===== config.mk =====
export PLATFORM = sky130hd
export DESIGN_NAME = two_class_strict_priority_queue
export DESIGN_NICKNAME = d
export VERILOG_FILES = /design/src/tcspq_pkg.sv /design/src/tcspq_fifo.sv /design/src/two_class_strict_priority_queue.sv
export SDC_FILE = /design/constraint.sdc
export NUM_CORES = 1
export LEC_CHECK = 0
export BUFFER_PORTS_ARGS = -buffer_cell sky130_fd_sc_hd__buf_2
export CORE_MARGIN = 2
export CORE_UTILIZATION = 51
export DETAILED_ROUTE_END_ITERATION = 10
export MAX_ROUTING_LAYER = met4
export PLACE_DENSITY = 0.76
export SLEW_MARGIN = 0
export SYNTH_ARGS = -nofsm -noshare
export SYNTH_HDL_FRONTEND = slang
export SYNTH_SLANG_ARGS = --single-unit
export TNS_END_PERCENT = 30

===== constraint.sdc =====
create_clock -name clk -period 5.8 [get_ports clk]
set_input_delay 1.45 -clock clk [delete_from_list [all_inputs] [get_ports clk]]
set_output_delay 1.45 -clock clk [all_outputs]
set_load 0.02 [all_outputs]

===== src/tcspq_pkg.sv =====
`timescale 1ns / 1ps
// ----------------------------------------------------------------------------
// tcspq_pkg: shared types and constants for the two-class priority queue
// Item layouts for both channels, action codes and the per-FIFO flag bundle.
// ----------------------------------------------------------------------------
package tcspq_pkg;

  // Fixed field widths of the item formats
  localparam int ID_W    = 16;
  localparam int TOTAL_W = 6;

  // Action codes
  localparam logic [1:0] ACT_ENQ   = 2'd0;
  localparam logic [1:0] ACT_DEQ   = 2'd1;
  localparam logic [1:0] ACT_QUERY = 2'd2;

  // Request item
  typedef struct packed {
    logic [1:0]      action;
    logic [ID_W-1:0] item_id;
    logic            priority_class;
  } op_t;

  // Result item
  typedef struct packed {
    logic [ID_W-1:0]    served_id;
    logic               served_valid;
    logic               dropped;
    logic               all_empty;
    logic [TOTAL_W-1:0] total_items;
    logic [ID_W-1:0]    head_id;
    logic               head_valid;
    logic [ID_W-1:0]    tail_id;
    logic               tail_valid;
  } res_t;

  // Occupancy flags of one FIFO
  typedef struct packed {
    logic empty;       // before the current step
    logic full;        // before the current step
    logic empty_next;  // after the current step
  } fifo_flags_t;

endpackage


===== src/tcspq_fifo.sv =====
`timescale 1ns / 1ps
// ----------------------------------------------------------------------------
// tcspq_fifo: one class FIFO
// Circular store with head index and fill count. The oldest entry is kept in
// a read register (read at the post-step head, bypassed on a same-address
// write) and the newest entry in a tail register, so both peeks are ready.
// ----------------------------------------------------------------------------
module tcspq_fifo #(
  parameter int DEPTH  = 16,
  parameter int DATA_W = 16
) (
  input  logic                         clk,
  input  logic                         rst,
  input  logic                         step,
  input  logic                         push,
  input  logic                         pop,
  input  logic [DATA_W-1:0]            wdata,
  output tcspq_pkg::fifo_flags_t       flags,
  output logic [$clog2(DEPTH+1)-1:0]   fill_next,
  output logic [DATA_W-1:0]            front,
  output logic [DATA_W-1:0]            tail_next
);
  import tcspq_pkg::*;

  localparam int AW = $clog2(DEPTH);
  localparam int FW = $clog2(DEPTH + 1);

  logic [DATA_W-1:0] mem [DEPTH];
  logic [AW-1:0]     head;
  logic [AW-1:0]     head_next;
  logic [FW-1:0]     fill;
  logic [DATA_W-1:0] tail;
  logic [AW:0]       wsum;
  logic [AW-1:0]     waddr;

  // Write slot: (head + fill) mod DEPTH, one compare-subtract
  assign wsum  = (AW+1)'(head) + (AW+1)'(fill);
  assign waddr = (wsum >= (AW+1)'(DEPTH)) ? AW'(wsum - (AW+1)'(DEPTH)) : AW'(wsum);

  // Head advance with wrap
  always_comb begin
    head_next = head;
    if (pop) begin
      head_next = (head == AW'(DEPTH - 1)) ? '0 : head + 1'b1;
    end
  end

  assign fill_next = fill + FW'(push) - FW'(pop);
  assign tail_next = push ? wdata : tail;

  assign flags.empty      = (fill == '0);
  assign flags.full       = (fill == FW'(DEPTH));
  assign flags.empty_next = (fill_next == '0);

  // Control state
  always_ff @(posedge clk) begin
    if (rst) begin
      head <= '0;
      fill <= '0;
    end else begin
      head <= head_next;
      fill <= fill_next;
    end
  end

  // Store and front read register, advanced once per step
  always_ff @(posedge clk) begin
    if (step) begin
      if (push) begin
        mem[waddr] <= wdata;
      end
      front <= (push && waddr == head_next) ? wdata : mem[head_next];
      tail  <= tail_next;
    end
  end

endmodule


===== src/two_class_strict_priority_queue.sv =====
`timescale 1ns / 1ps
// An accepted item waits in the input register; a step through the FIFOs, taken
// once the result register is free or being taken, then loads the result
// register. Throughput: one item per cycle while res_ready keeps the output
// moving; the single-port FIFO update bounds it.
// Reset clears both FIFOs (head and fill) and the pipeline valids; store
// contents are left as they are and never read before written.
// ----------------------------------------------------------------------------
// two_class_strict_priority_queue: strict-priority pair of FIFOs
// Enqueue to the class FIFO (drop when full), dequeue priority first, and
// report occupancy and front/back peeks after each item.
// ----------------------------------------------------------------------------
module two_class_strict_priority_queue #(
  parameter int QUEUE_DEPTH = 16,
  parameter int ID_BITS     = 16
) (
  input  logic              clk,
  input  logic              rst,
  input  logic              op_valid,
  output logic              op_ready,
  input  tcspq_pkg::op_t    op,
  output logic              res_valid,
  input  logic              res_ready,
  output tcspq_pkg::res_t   res
);
  import tcspq_pkg::*;

  localparam int SW = (ID_BITS < ID_W) ? ID_BITS : ID_W;
  localparam int FW = $clog2(QUEUE_DEPTH + 1);

  // Input register
  logic op_reg_valid;
  op_t  op_reg;
  logic advance;
  logic step;

  assign advance  = !res_valid || res_ready;
  assign step     = op_reg_valid && advance;
  assign op_ready = !op_reg_valid || advance;

  always_ff @(posedge clk) begin
    if (rst) begin
      op_reg_valid <= 1'b0;
    end else if (op_ready) begin
      op_reg_valid <= op_valid;
    end
  end

  always_ff @(posedge clk) begin
    if (op_valid && op_ready) begin
      op_reg <= op;
    end
  end

  // Operation decode
  logic              is_enq;
  logic              is_deq;
  logic              p_push, p_pop, r_push, r_pop;
  logic [SW-1:0]     wdata;
  fifo_flags_t       p_flags, r_flags;
  logic [FW-1:0]     p_fill_next, r_fill_next;
  logic [SW-1:0]     p_front, r_front, p_tail_next, r_tail_next;

  assign is_enq = step && (op_reg.action == ACT_ENQ);
  assign is_deq = step && (op_reg.action == ACT_DEQ);
  assign wdata  = op_reg.item_id[SW-1:0];

  assign p_push = is_enq && op_reg.priority_class && !p_flags.full;
  assign r_push = is_enq && !op_reg.priority_class && !r_flags.full;
  assign p_pop  = is_deq && !p_flags.empty;
  assign r_pop  = is_deq && p_flags.empty && !r_flags.empty;

  tcspq_fifo #(.DEPTH(QUEUE_DEPTH), .DATA_W(SW)) u_prio (
    .clk       (clk),
    .rst       (rst),
    .step      (step),
    .push      (p_push),
    .pop       (p_pop),
    .wdata     (wdata),
    .flags     (p_flags),
    .fill_next (p_fill_next),
    .front     (p_front),
    .tail_next (p_tail_next)
  );

  tcspq_fifo #(.DEPTH(QUEUE_DEPTH), .DATA_W(SW)) u_reg (
    .clk       (clk),
    .rst       (rst),
    .step      (step),
    .push      (r_push),
    .pop       (r_pop),
    .wdata     (wdata),
    .flags     (r_flags),
    .fill_next (r_fill_next),
    .front     (r_front),
    .tail_next (r_tail_next)
  );

  // Post-step status
  logic [FW:0]         total_full;
  logic [ID_W-1:0]     served_id_next;
  logic [ID_W-1:0]     tail_id_next;

  assign total_full = (FW+1)'(p_fill_next) + (FW+1)'(r_fill_next);

  always_comb begin
    served_id_next = '0;
    if (p_pop) begin
      served_id_next = ID_W'(p_front);
    end else if (r_pop) begin
      served_id_next = ID_W'(r_front);
    end
  end

  always_comb begin
    tail_id_next = '0;
    if (!r_flags.empty_next) begin
      tail_id_next = ID_W'(r_tail_next);
    end else if (!p_flags.empty_next) begin
      tail_id_next = ID_W'(p_tail_next);
    end
  end

  // Result register; the head peek is taken from the FIFO front registers,
  // which load on the same step as this register
  logic               r_served_valid;
  logic [ID_W-1:0]    r_served_id;
  logic               r_dropped;
  logic               r_all_empty;
  logic [TOTAL_W-1:0] r_total;
  logic               r_head_valid;
  logic               r_head_prio;
  logic [ID_W-1:0]    r_tail_id;
  logic               r_tail_valid;

  always_ff @(posedge clk) begin
    if (rst) begin
      res_valid <= 1'b0;
    end else if (advance) begin
      res_valid <= op_reg_valid;
    end
  end

  always_ff @(posedge clk) begin
    if (step) begin
      r_served_valid <= p_pop || r_pop;
      r_served_id    <= served_id_next;
      r_dropped      <= is_enq && (op_reg.priority_class ? p_flags.full : r_flags.full);
      r_all_empty    <= (total_full == '0);
      r_total        <= TOTAL_W'(total_full);
      r_head_valid   <= !p_flags.empty_next || !r_flags.empty_next;
      r_head_prio    <= !p_flags.empty_next;
      r_tail_id      <= tail_id_next;
      r_tail_valid   <= !p_flags.empty_next || !r_flags.empty_next;
    end
  end

  // Result item
  always_comb begin
    res.served_id    = r_served_id;
    res.served_valid = r_served_valid;
    res.dropped      = r_dropped;
    res.all_empty    = r_all_empty;
    res.total_items  = r_total;
    res.head_valid   = r_head_valid;
    res.tail_id      = r_tail_id;
    res.tail_valid   = r_tail_valid;
    res.head_id      = '0;
    if (r_head_valid) begin
      res.head_id = r_head_prio ? ID_W'(p_front) : ID_W'(r_front);
    end
  end

endmodule

### Word level (Yosys, flattened, before mapping)

Memory sizes are Yosys's and may differ from the RTL's. A register that Yosys moved wholly into a read port is not among the register bits.
Index checks and enable logic that the tools add are counted.

| cells by class | value |
|---|---|
| add/subtract/negate cells | 11 |
| $mul | 0 |
| divide/modulo/power cells | 0 |
| $lt $le $gt $ge | 2 |
| eq/ne operators | 5 |
| shifts and indexed selects | 0 |
| mux-type cells | 21 |
| bitwise operators | 0 |
| reductions and logical operators | 31 |

Operators with widths:

| kind | count |
|---|---|
| $mux 16 | 8 |
| $mux 4 | 6 |
| $logic_not 5->1 | 4 |
| $logic_and 1x1->1 | 12 |
| $add 4x5->5 | 2 |
| $add 5x1->5 | 2 |
| $eq 5x5->1 const B | 2 |
| $ge 5x5->1 const B | 2 |
| $sub 5x1->5 | 2 |
| $logic_not 1->1 | 9 |
| $add 4x1->4 const B | 2 |
| $eq 4x4->1 const B | 2 |
| $sub 4x1->4 const B | 2 |
| $mux 1 | 7 |
| $add 5x5->6 | 1 |
| $logic_not 6->1 | 1 |
| $logic_or 1x1->1 | 4 |
| $eq 2x1->1 const B | 1 |
| $logic_not 2->1 | 1 |

| storage, ports and cells | value |
|---|---|
| bits in registers | 114 |
| latch bits | 0 |
| bits in writable memories | 512 |
| memory bits (read-only) | 0 |
| bits of input ports | 23 |
| output and inout bits | 61 |
| memories | 2 |

Memory list:

| name | words | width | read ports | clocked after memory_dff | wr ports | RTL line | RTL |
|---|---|---|---|---|---|---|---|
| u_prio.mem | 16 | 16 | 1 | 1 | 1 | tcspq_fifo.sv:28 | `logic [DATA_W-1:0] mem [DEPTH];` |
| u_reg.mem | 16 | 16 | 1 | 1 | 1 | tcspq_fifo.sv:28 |  |

### Longest topological paths before layout

Gate-level depths: netlist of run 1.

| depth | value |
|---|---|
| depth after elaboration | 11 |
| depth in mapped cells | 19 |
| mapped depth without buffers | 17 |

### Modules after synthesis

From an unflattened synthesis of run 1, not the netlist that was laid out.

| unflattened totals | value |
|---|---|
| cell total of the unflattened synthesis | 2002 |
| area total of the unflattened synthesis | 28837.7 um^2 |

By module, submodules not included:

| module | times used | cells each | area an instance (um^2) | sequential area each (um^2) |
|---|---|---|---|---|
| tcspq_fifo at u_prio | 1 | 876 | 12923.6 | 8828.5 |
| tcspq_fifo at u_reg | 1 | 877 | 12912.4 | 8828.5 |
| two_class_strict_priority_queue | 1 | 249 | 3001.6 | 1901.8 |

### Worst setup path before layout of run 1

Ideal clock, no wire load.

| timing path | value |
|---|---|
| kind | input to register |
| from | in res_ready |
| to | reg r_all_empty (data pin) |
| arrival time | 4.992 ns |
| data required time | 5.643 ns |
| setup slack | 0.651 ns |
| stages on the path | 15 |
| buffers on the path | 3 |
| cell sequence | nand2b_1 nand2_1 or4_1 clkbuf_1 inv_1 clkbuf_1 clkbuf_1 ha_1 fa_1 ha_1 a21o_1 a21oi_1 xnor2_1 or4_1 nor3_1 |

| on the way | value |
|---|---|
| longest elaborated chain between the ends | 9 |
| elaborated cells on any way between the ends | 17 |
| classes of those cells | add/sub: 5; reduce/logical: 12 |

RTL lines:

| item | RTL line | RTL |
|---|---|---|
| start, declared | two_class_strict_priority_queue.sv:23 | `input logic res_ready,` |
| $logic_or 1x1->1 * | two_class_strict_priority_queue.sv:37 | `assign advance = !res_valid \|\| res_ready;` |
| $logic_and 1x1->1 * | two_class_strict_priority_queue.sv:38 | `assign step = op_reg_valid && advance;` |
| $logic_and 1x1->1 | two_class_strict_priority_queue.sv:64 | `assign is_enq = step && (op_reg.action == ACT_ENQ);` |
| $logic_and 1x1->1 (2 in series) | two_class_strict_priority_queue.sv:69 | `assign r_push = is_enq && !op_reg.priority_class && !r_flags.full;` |
| $add 5x1->5 | tcspq_fifo.sv:48 | `assign fill_next = fill + FW'(push) - FW'(pop);` |
| $sub 5x1->5 * | tcspq_fifo.sv:48 |  |
| named net r_fill_next[1] | two_class_strict_priority_queue.sv:61 | `logic [FW-1:0] p_fill_next, r_fill_next;` |
| $add 5x5->6 * | two_class_strict_priority_queue.sv:104 | `assign total_full = (FW+1)'(p_fill_next) + (FW+1)'(r_fill_next);` |
| named net total_full[3] | two_class_strict_priority_queue.sv:100 | `logic [FW:0] total_full;` |
| $logic_not 6->1 * | two_class_strict_priority_queue.sv:149 | `r_all_empty <= (total_full == '0);` |
| end signal, assigned | two_class_strict_priority_queue.sv:149 |  |
| end, declared | two_class_strict_priority_queue.sv:129 | `logic r_all_empty;` |

The timed path passes the listed nets; every way through them passes the cells marked *.
A chain may end at the register's enable or synchronous reset.

### Final worst setup path of run 1

| timing path | value |
|---|---|
| from | in res_ready |
| to | reg u_prio.front[9], read port of u_prio.mem (data pin) |

| on the way | value |
|---|---|
| longest elaborated chain between the ends | 5 |

RTL lines:

| item | RTL line | RTL |
|---|---|---|
| $logic_or 1x1->1 * | two_class_strict_priority_queue.sv:37 |  |
| $logic_and 1x1->1 * | two_class_strict_priority_queue.sv:38 |  |
| $logic_and 1x1->1 | two_class_strict_priority_queue.sv:65 | `assign is_deq = step && (op_reg.action == ACT_DEQ);` |
| $logic_and 1x1->1 | two_class_strict_priority_queue.sv:70 | `assign p_pop = is_deq && !p_flags.empty;` |
| $mux 4 | tcspq_fifo.sv:43 | `if (pop) begin` |
| end, declared | tcspq_fifo.sv:20 | `output logic [DATA_W-1:0] front,` |

Mark *: on every way between the ends. The rest lies on a longest branch, timed or not.

==> results of run 1 <==
[critical path, cell delays in order]
cell and delay, ns:
buf_2 0.08, nand2b_1 0.23, nand4_1 0.13, buf_4 0.21, inv_2 0.07, buf_4 0.34
mux2i_4 0.69, buf_12 0.24, mux2_2 0.36, a2111oi_0 0.71, buf_4 0.24, nor3_1 0.05
nor2_1 0.11
[cells by family after synthesis]
kind of cell	count (synthesis)	share of synthesized area
XOR/XNOR	27	0.00888
adder cells (fa/ha/maj)	30	0.0150
AO/OA/AOI/OAI	279	0.0780
buffers and inverters	141	0.0233
multiplexers	185	0.0714
flip-flops	658	0.712
AND/OR/NAND/NOR	522	0.0915
[path summary, 6_finish.rpt]
check / endpoint / slack [ns]
worst min register to register: res_valid / 0.55
worst max-delay path: u_prio.front[9] / 1.32
worst max register to register: u_prio.front[9] / 1.57
worst min-delay path: res_valid / 0.55
[metal layers]
layer,share of wire,wire (um),up-vias
met2,0.49,31100,723
met1,0.41,25900,8278
met4,0.034,2190,0
li1,-,-,7365
met3,0.075,4800,141
met5,0,0,-
[placed cells by master, fill, tap and decap left out, types with 20 or more instances in the layout]
cell and instances:
xnor2_1 20, a21oi_1 35, edfxtp_1 638, clkbuf_16 70
nand2_1 208, and3_1 66, buf_2 83, inv_1 27
mux2_2 77, nor2b_1 58, ha_1 25, nor2_1 93
dfxtp_1 20, a311oi_1 63, nand3_1 22, nor3_1 22
buf_4 87, mux2i_1 105, a211oi_1 93
[stage by stage]
step                      cell area (sq um)  setup slack, ns
after floorplan                       27500            0.651
after global placement                29100            0.864
after detailed placement              29100            0.782
after CTS                             31200             1.39
after global routing                  31200             1.12
final                                 31200             1.32
[power groups by stage]
stage | Combinational (mW) | Clock, mW | Sequential (mW)
2_1_floorplan | 1.08 | 0 | 5.73
3_3_place_gp | 1.68 | 0 | 5.64
3_5_place_dp | 1.70 | 0 | 5.64
4_1_cts | 1.73 | 4.22 | 5.55
5_1_grt | 1.89 | 4.40 | 5.56
6_report | 1.72 | 4.17 | 5.54
[final cells by class]
cell class              count  area (sq um)  area share
flip-flops and latches    658         19600       0.627
multi-input cells        1043          7330       0.235
clock buffers              84          1820      0.0585
repair buffers            177          1210      0.0388
well taps                 696           871      0.0279
clock inverters            35           292     0.00935
inverters                  28           105     0.00337
==> flow_summary.yaml, run 1 <==
placed_design:
  dp.final_hpwl_mm: 37.5
  dpl.cell_count: 2602
  place_congestion: 0.893
  port_buffers: 83
routing:
  routed_wl_mm: 64.0
  drc_errors: 0
  postRouteAntennaNets: 0
  avgViaCountPerCell: 6.07
  first_iter_violations: 2109
  first_pass_iters: 5
  wl_per_cell_um: 23.5
  vias: 16507
power_and_ir_drop:
  p_int_mw: 8.48
  combPwrFrac: 0.151
  peakVddDrop_v: 0.000323
  net-switching-power_mw: 2.95
  clkPwrFrac: 0.365
  swShare: 0.258
  power.leakage_nw: 11.2
  p_total_mw: 11.4
  powerDensity_nw_per_um2: 367
  pwr-share-seq: 0.485
floorplan:
  io_pins: 84
  initial_core_util: 0.514
  die_w_um: 236
  core_area_sq_um: 53500
  die_h_um: 236
  rows: 85
  die-area_sq_um: 55700
timing:
  worst_hold_slack_ns: 0.549
  fin_crit_sh: 0.772
  rsz0062_at_grt: "false"
  relSlewSlack: 0.295
  slew_viol_final: 0
  worst_pin_slew_ns: 1.06
  finClkSkew_ns: 0.0204
  achievable-frequency_ghz: 0.223
  hold_violations: 0
  tns_ns: 0
  period_minus_slack_ns: 4.48
  setup_viol: 0
critical_path:
  startpoint_type: "input port"
  worst-endpoint-arrival_ns: 4.94
  critical_path_class: "in -> reg"
  reg2reg_depth: 14
  cp-startpoint: "res_ready"
  rr_startpoint: "u_prio.fill[2]"
  cp.required_ns: 6.26
  cp-end-kind: "flip-flop"
  cp_max_fo: 23
grt:
  met3_usage: 0.0357
  grt_pass1_wl_mm: 97.2
  antenna_found_initial: 2
  met2_usage: 0.377
  grt-busiest-layer: "met2"
  met1_usage: 0.306
  globalRouteTotalUtil: 0.237
  grt_max_degree: 61
  grt_pass1_vias: 16443
  grt-ovfl-total: 0
cells_and_area:
  area_growth_pct: 13.5
  drive_gt1_frac: 0.188
  instances_no_fill: 2721
  nFillCells: 3929
  final_util: 0.583
  reg_top3: "u_prio.mem: 256 flops, u_reg.mem: 256 flops"
  nets: 2028
  num_antenna_cells: 0
synthesis:
  yosys.cell_types.count: 60
  netlist_top_cells_count: "638 x edfxtp_1, 208 x nand2_1, 106 x mux2i_1, 95 x nor2_1, 93 x a211oi_1"
  synth_flop_cell: "edfxtp_1"
  synth_top_area_frac: 0.697
  synth_enable_flop_cells: 638
  yosysWarningCount: 0
  ys_seq_area_frac: 0.712
  syn_inst: 1842
  syn-cell-area_sq_um: 27500
  ys_ff_latch: 658
  synth.area.top_cells: "edfxtp_1 70%, mux2i_1 3.9%, mux2_2 3.2%"
  async_flop_share: 0
  syn-num-nets: 1895
  yosysTopAreaCell: "edfxtp_1"
  yosysMostFrequentCell: "edfxtp_1"
  syn_area_per_cell_sq_um: 14.9
cts:
  clkLatencyLatePin_ns: 0.60
  clk_pin_slew_ns: 0.06
  cts-resized-gates: 0
  cts_buffer_depth: 3
  cts_tree: "built"
  ctsHoldBuffers: 0
  htreeDepth: 3
  cts-root-buf: "clkbuf_16"
  cts_post_setup_buffers_inserted: 0
  cts_num_sinks: 658
  numCtsBuffers: 67
hold_path:
  min_path_type: "reg -> reg"
  whs_path_depth: 2
  hold_start: "op_reg_valid"
status:
  status: "completed"
flow_run:
  maxCapViolCount: 0
Note: power is estimated with default switching activity, not from simulation.
==> run 2, diff against run 1 <==
==> constraint.sdc (replaced) <==
create_clock -name clk -period 4.2 [get_ports clk]
set_input_delay 1.05 -clock clk [delete_from_list [all_inputs] [get_ports clk]]
set_output_delay 1.05 -clock clk [all_outputs]
set_load 0.02 [all_outputs]
==> run 2 against run 1 <==
Net effect: hold slack worse by 0.013 ns; non-clock buffer count up 12; wire length grew 2.0%; critical endpoint is now r_all_empty; highest routed layer unchanged.
==> flow_summary.yaml, run 2 (synthesized netlist as in run 1, its figures left out) <==
timing:
  hold_violations: 0
  fin_crit_sh: 0.942
  achievable-frequency_ghz: 0.253
  slew_viol_final: 0
  rsz0062_at_grt: "false"
  relSlewSlack: 0.284
  setup_viol: 0
  period_minus_slack_ns: 3.95
  fin_ws_ns: 0.245
  worst_pin_slew_ns: 1.07
  finClkSkew_ns: 0.0235
cts:
  numCtsBuffers: 66
  clk_pin_slew_ns: 0.06
  htreeDepth: 3
  cts-root-buf: "clkbuf_16"
  cts-resized-gates: 0
  cts_tree: "built"
  cts_num_sinks: 658
  cts_buffer_depth: 3
  ctsHoldBuffers: 0
  clkLatencyLatePin_ns: 0.59
  cts_post_setup_buffers_inserted: 0
floorplan:
  rows: 85
  io_pins: 84
  core_area_sq_um: 53500
  initial_core_util: 0.514
  die-area_sq_um: 55700
  die_w_um: 236
  die_h_um: 236
routing:
  avgViaCountPerCell: 6.10
  first_iter_violations: 1907
  wl_per_cell_um: 23.9
  vias: 16653
  postRouteAntennaNets: 0
  drc_errors: 0
  first_pass_iters: 6
  routed_wl_mm: 65.3
placed_design:
  post-place-ws_ns: -0.0798
  place_congestion: 0.913
  dp.final_hpwl_mm: 39.1
  port_buffers: 83
critical_path:
  critical_path_class: "reg -> reg"
  rrSetupSlack_ns: 0.25
  startpoint_type: "flip-flop"
  cp_max_fo: 3
  cp-end-kind: "flip-flop"
  reg2reg_depth: 15
  cp.required_ns: 4.63
  worst-endpoint-arrival_ns: 4.39
cells_and_area:
  most-common-layout-cells: "638 x edfxtp_1, 207 x nand2_1, 105 x mux2i_1, 94 x nor2_1, 93 x a211oi_1"
  final_util: 0.587
  area_growth_pct: 14.4
  nets: 2039
  drive_gt1_frac: 0.191
  reg_top3: "u_prio.mem: 256 flops, u_reg.mem: 256 flops"
  final_common_cell: "edfxtp_1"
  num_antenna_cells: 0
power_and_ir_drop:
  powerDensity_nw_per_um2: 509
  power.leakage_nw: 11.3
  peakVddDrop_v: 0.000459
grt:
  antenna_found_initial: 1
  grt_max_degree: 62
  globalRouteTotalUtil: 0.243
  grt-ovfl-total: 0
  grt_pass1_wl_mm: 99.8
  grt_pass1_vias: 16621
flow_run:
  maxCapViolCount: 0
status:
  status: "completed"
hold_path:
  min_path_type: "reg -> reg"
  whs_path_depth: 2
[run 2: final cells by class]
cell class,count,area [sq um]
fill,3876,22100
sequential,658,19600
multi-input combinational,1043,7370
clock buffer,88,1800
timing repair buffer,189,1400
tap,696,871
clock inverter,28,324
inverter,28,105
[run 2: per-stage QoR]
stage          power, mW  instance area, sq um  std cells  TNS [ns]  hold slack, ns
6_report            16.0                 31400       2730         0           0.536
5_1_grt             16.6                 31400       2730         0           0.567
4_1_cts             16.1                 31400       2730         0           0.535
3_5_place_dp        10.3                 29300       2614    -0.164           0.529
3_3_place_gp        10.2                 29300       2614   -0.0895           0.511
2_1_floorplan       9.43                 27500       1842         0           0.492
[run 2: power by group]
part / switching, mW / internal (mW) / leakage [nW] / total [mW]
combinational: 1.57 / 0.907 / 4.34 / 2.47
sequential: 0.147 / 7.54 / 5.96 / 7.69
clock: 2.38 / 3.44 / 1.03 / 5.82
total: 4.09 / 11.9 / 11.3 / 16.0
[run 2: critical path, stage by stage (launching register included)]
cell and delay [ns]:
dfxtp_1 0.33, inv_1 0.10, ha_1 0.17, or4b_4 0.51
nand4_1 0.15, inv_2 0.05, ha_1 0.26, inv_1 0.04
ha_1 0.21, fa_1 0.45, xor2_1 0.28, ha_1 0.33
a21oi_2 0.21, xnor2_1 0.10, or4_1 0.47, nor3_1 0.14
[run 2: routing by layer]
metal / global-route usage / part of all wire / wire length (um)
met4: 0.0888 / 0.030 / 1930
met1: 0.320 / 0.40 / 26400
met2: 0.381 / 0.48 / 31200
met3: 0.0435 / 0.088 / 5760
met5: - / 0 / 0
[run 2: worst paths after layout]
path / from / to
worst max-delay path: u_prio.fill[2] / r_all_empty
worst min register to register: op_reg_valid / res_valid
worst min-delay path: op_reg_valid / res_valid
worst max register to register: u_prio.fill[2] / r_all_empty
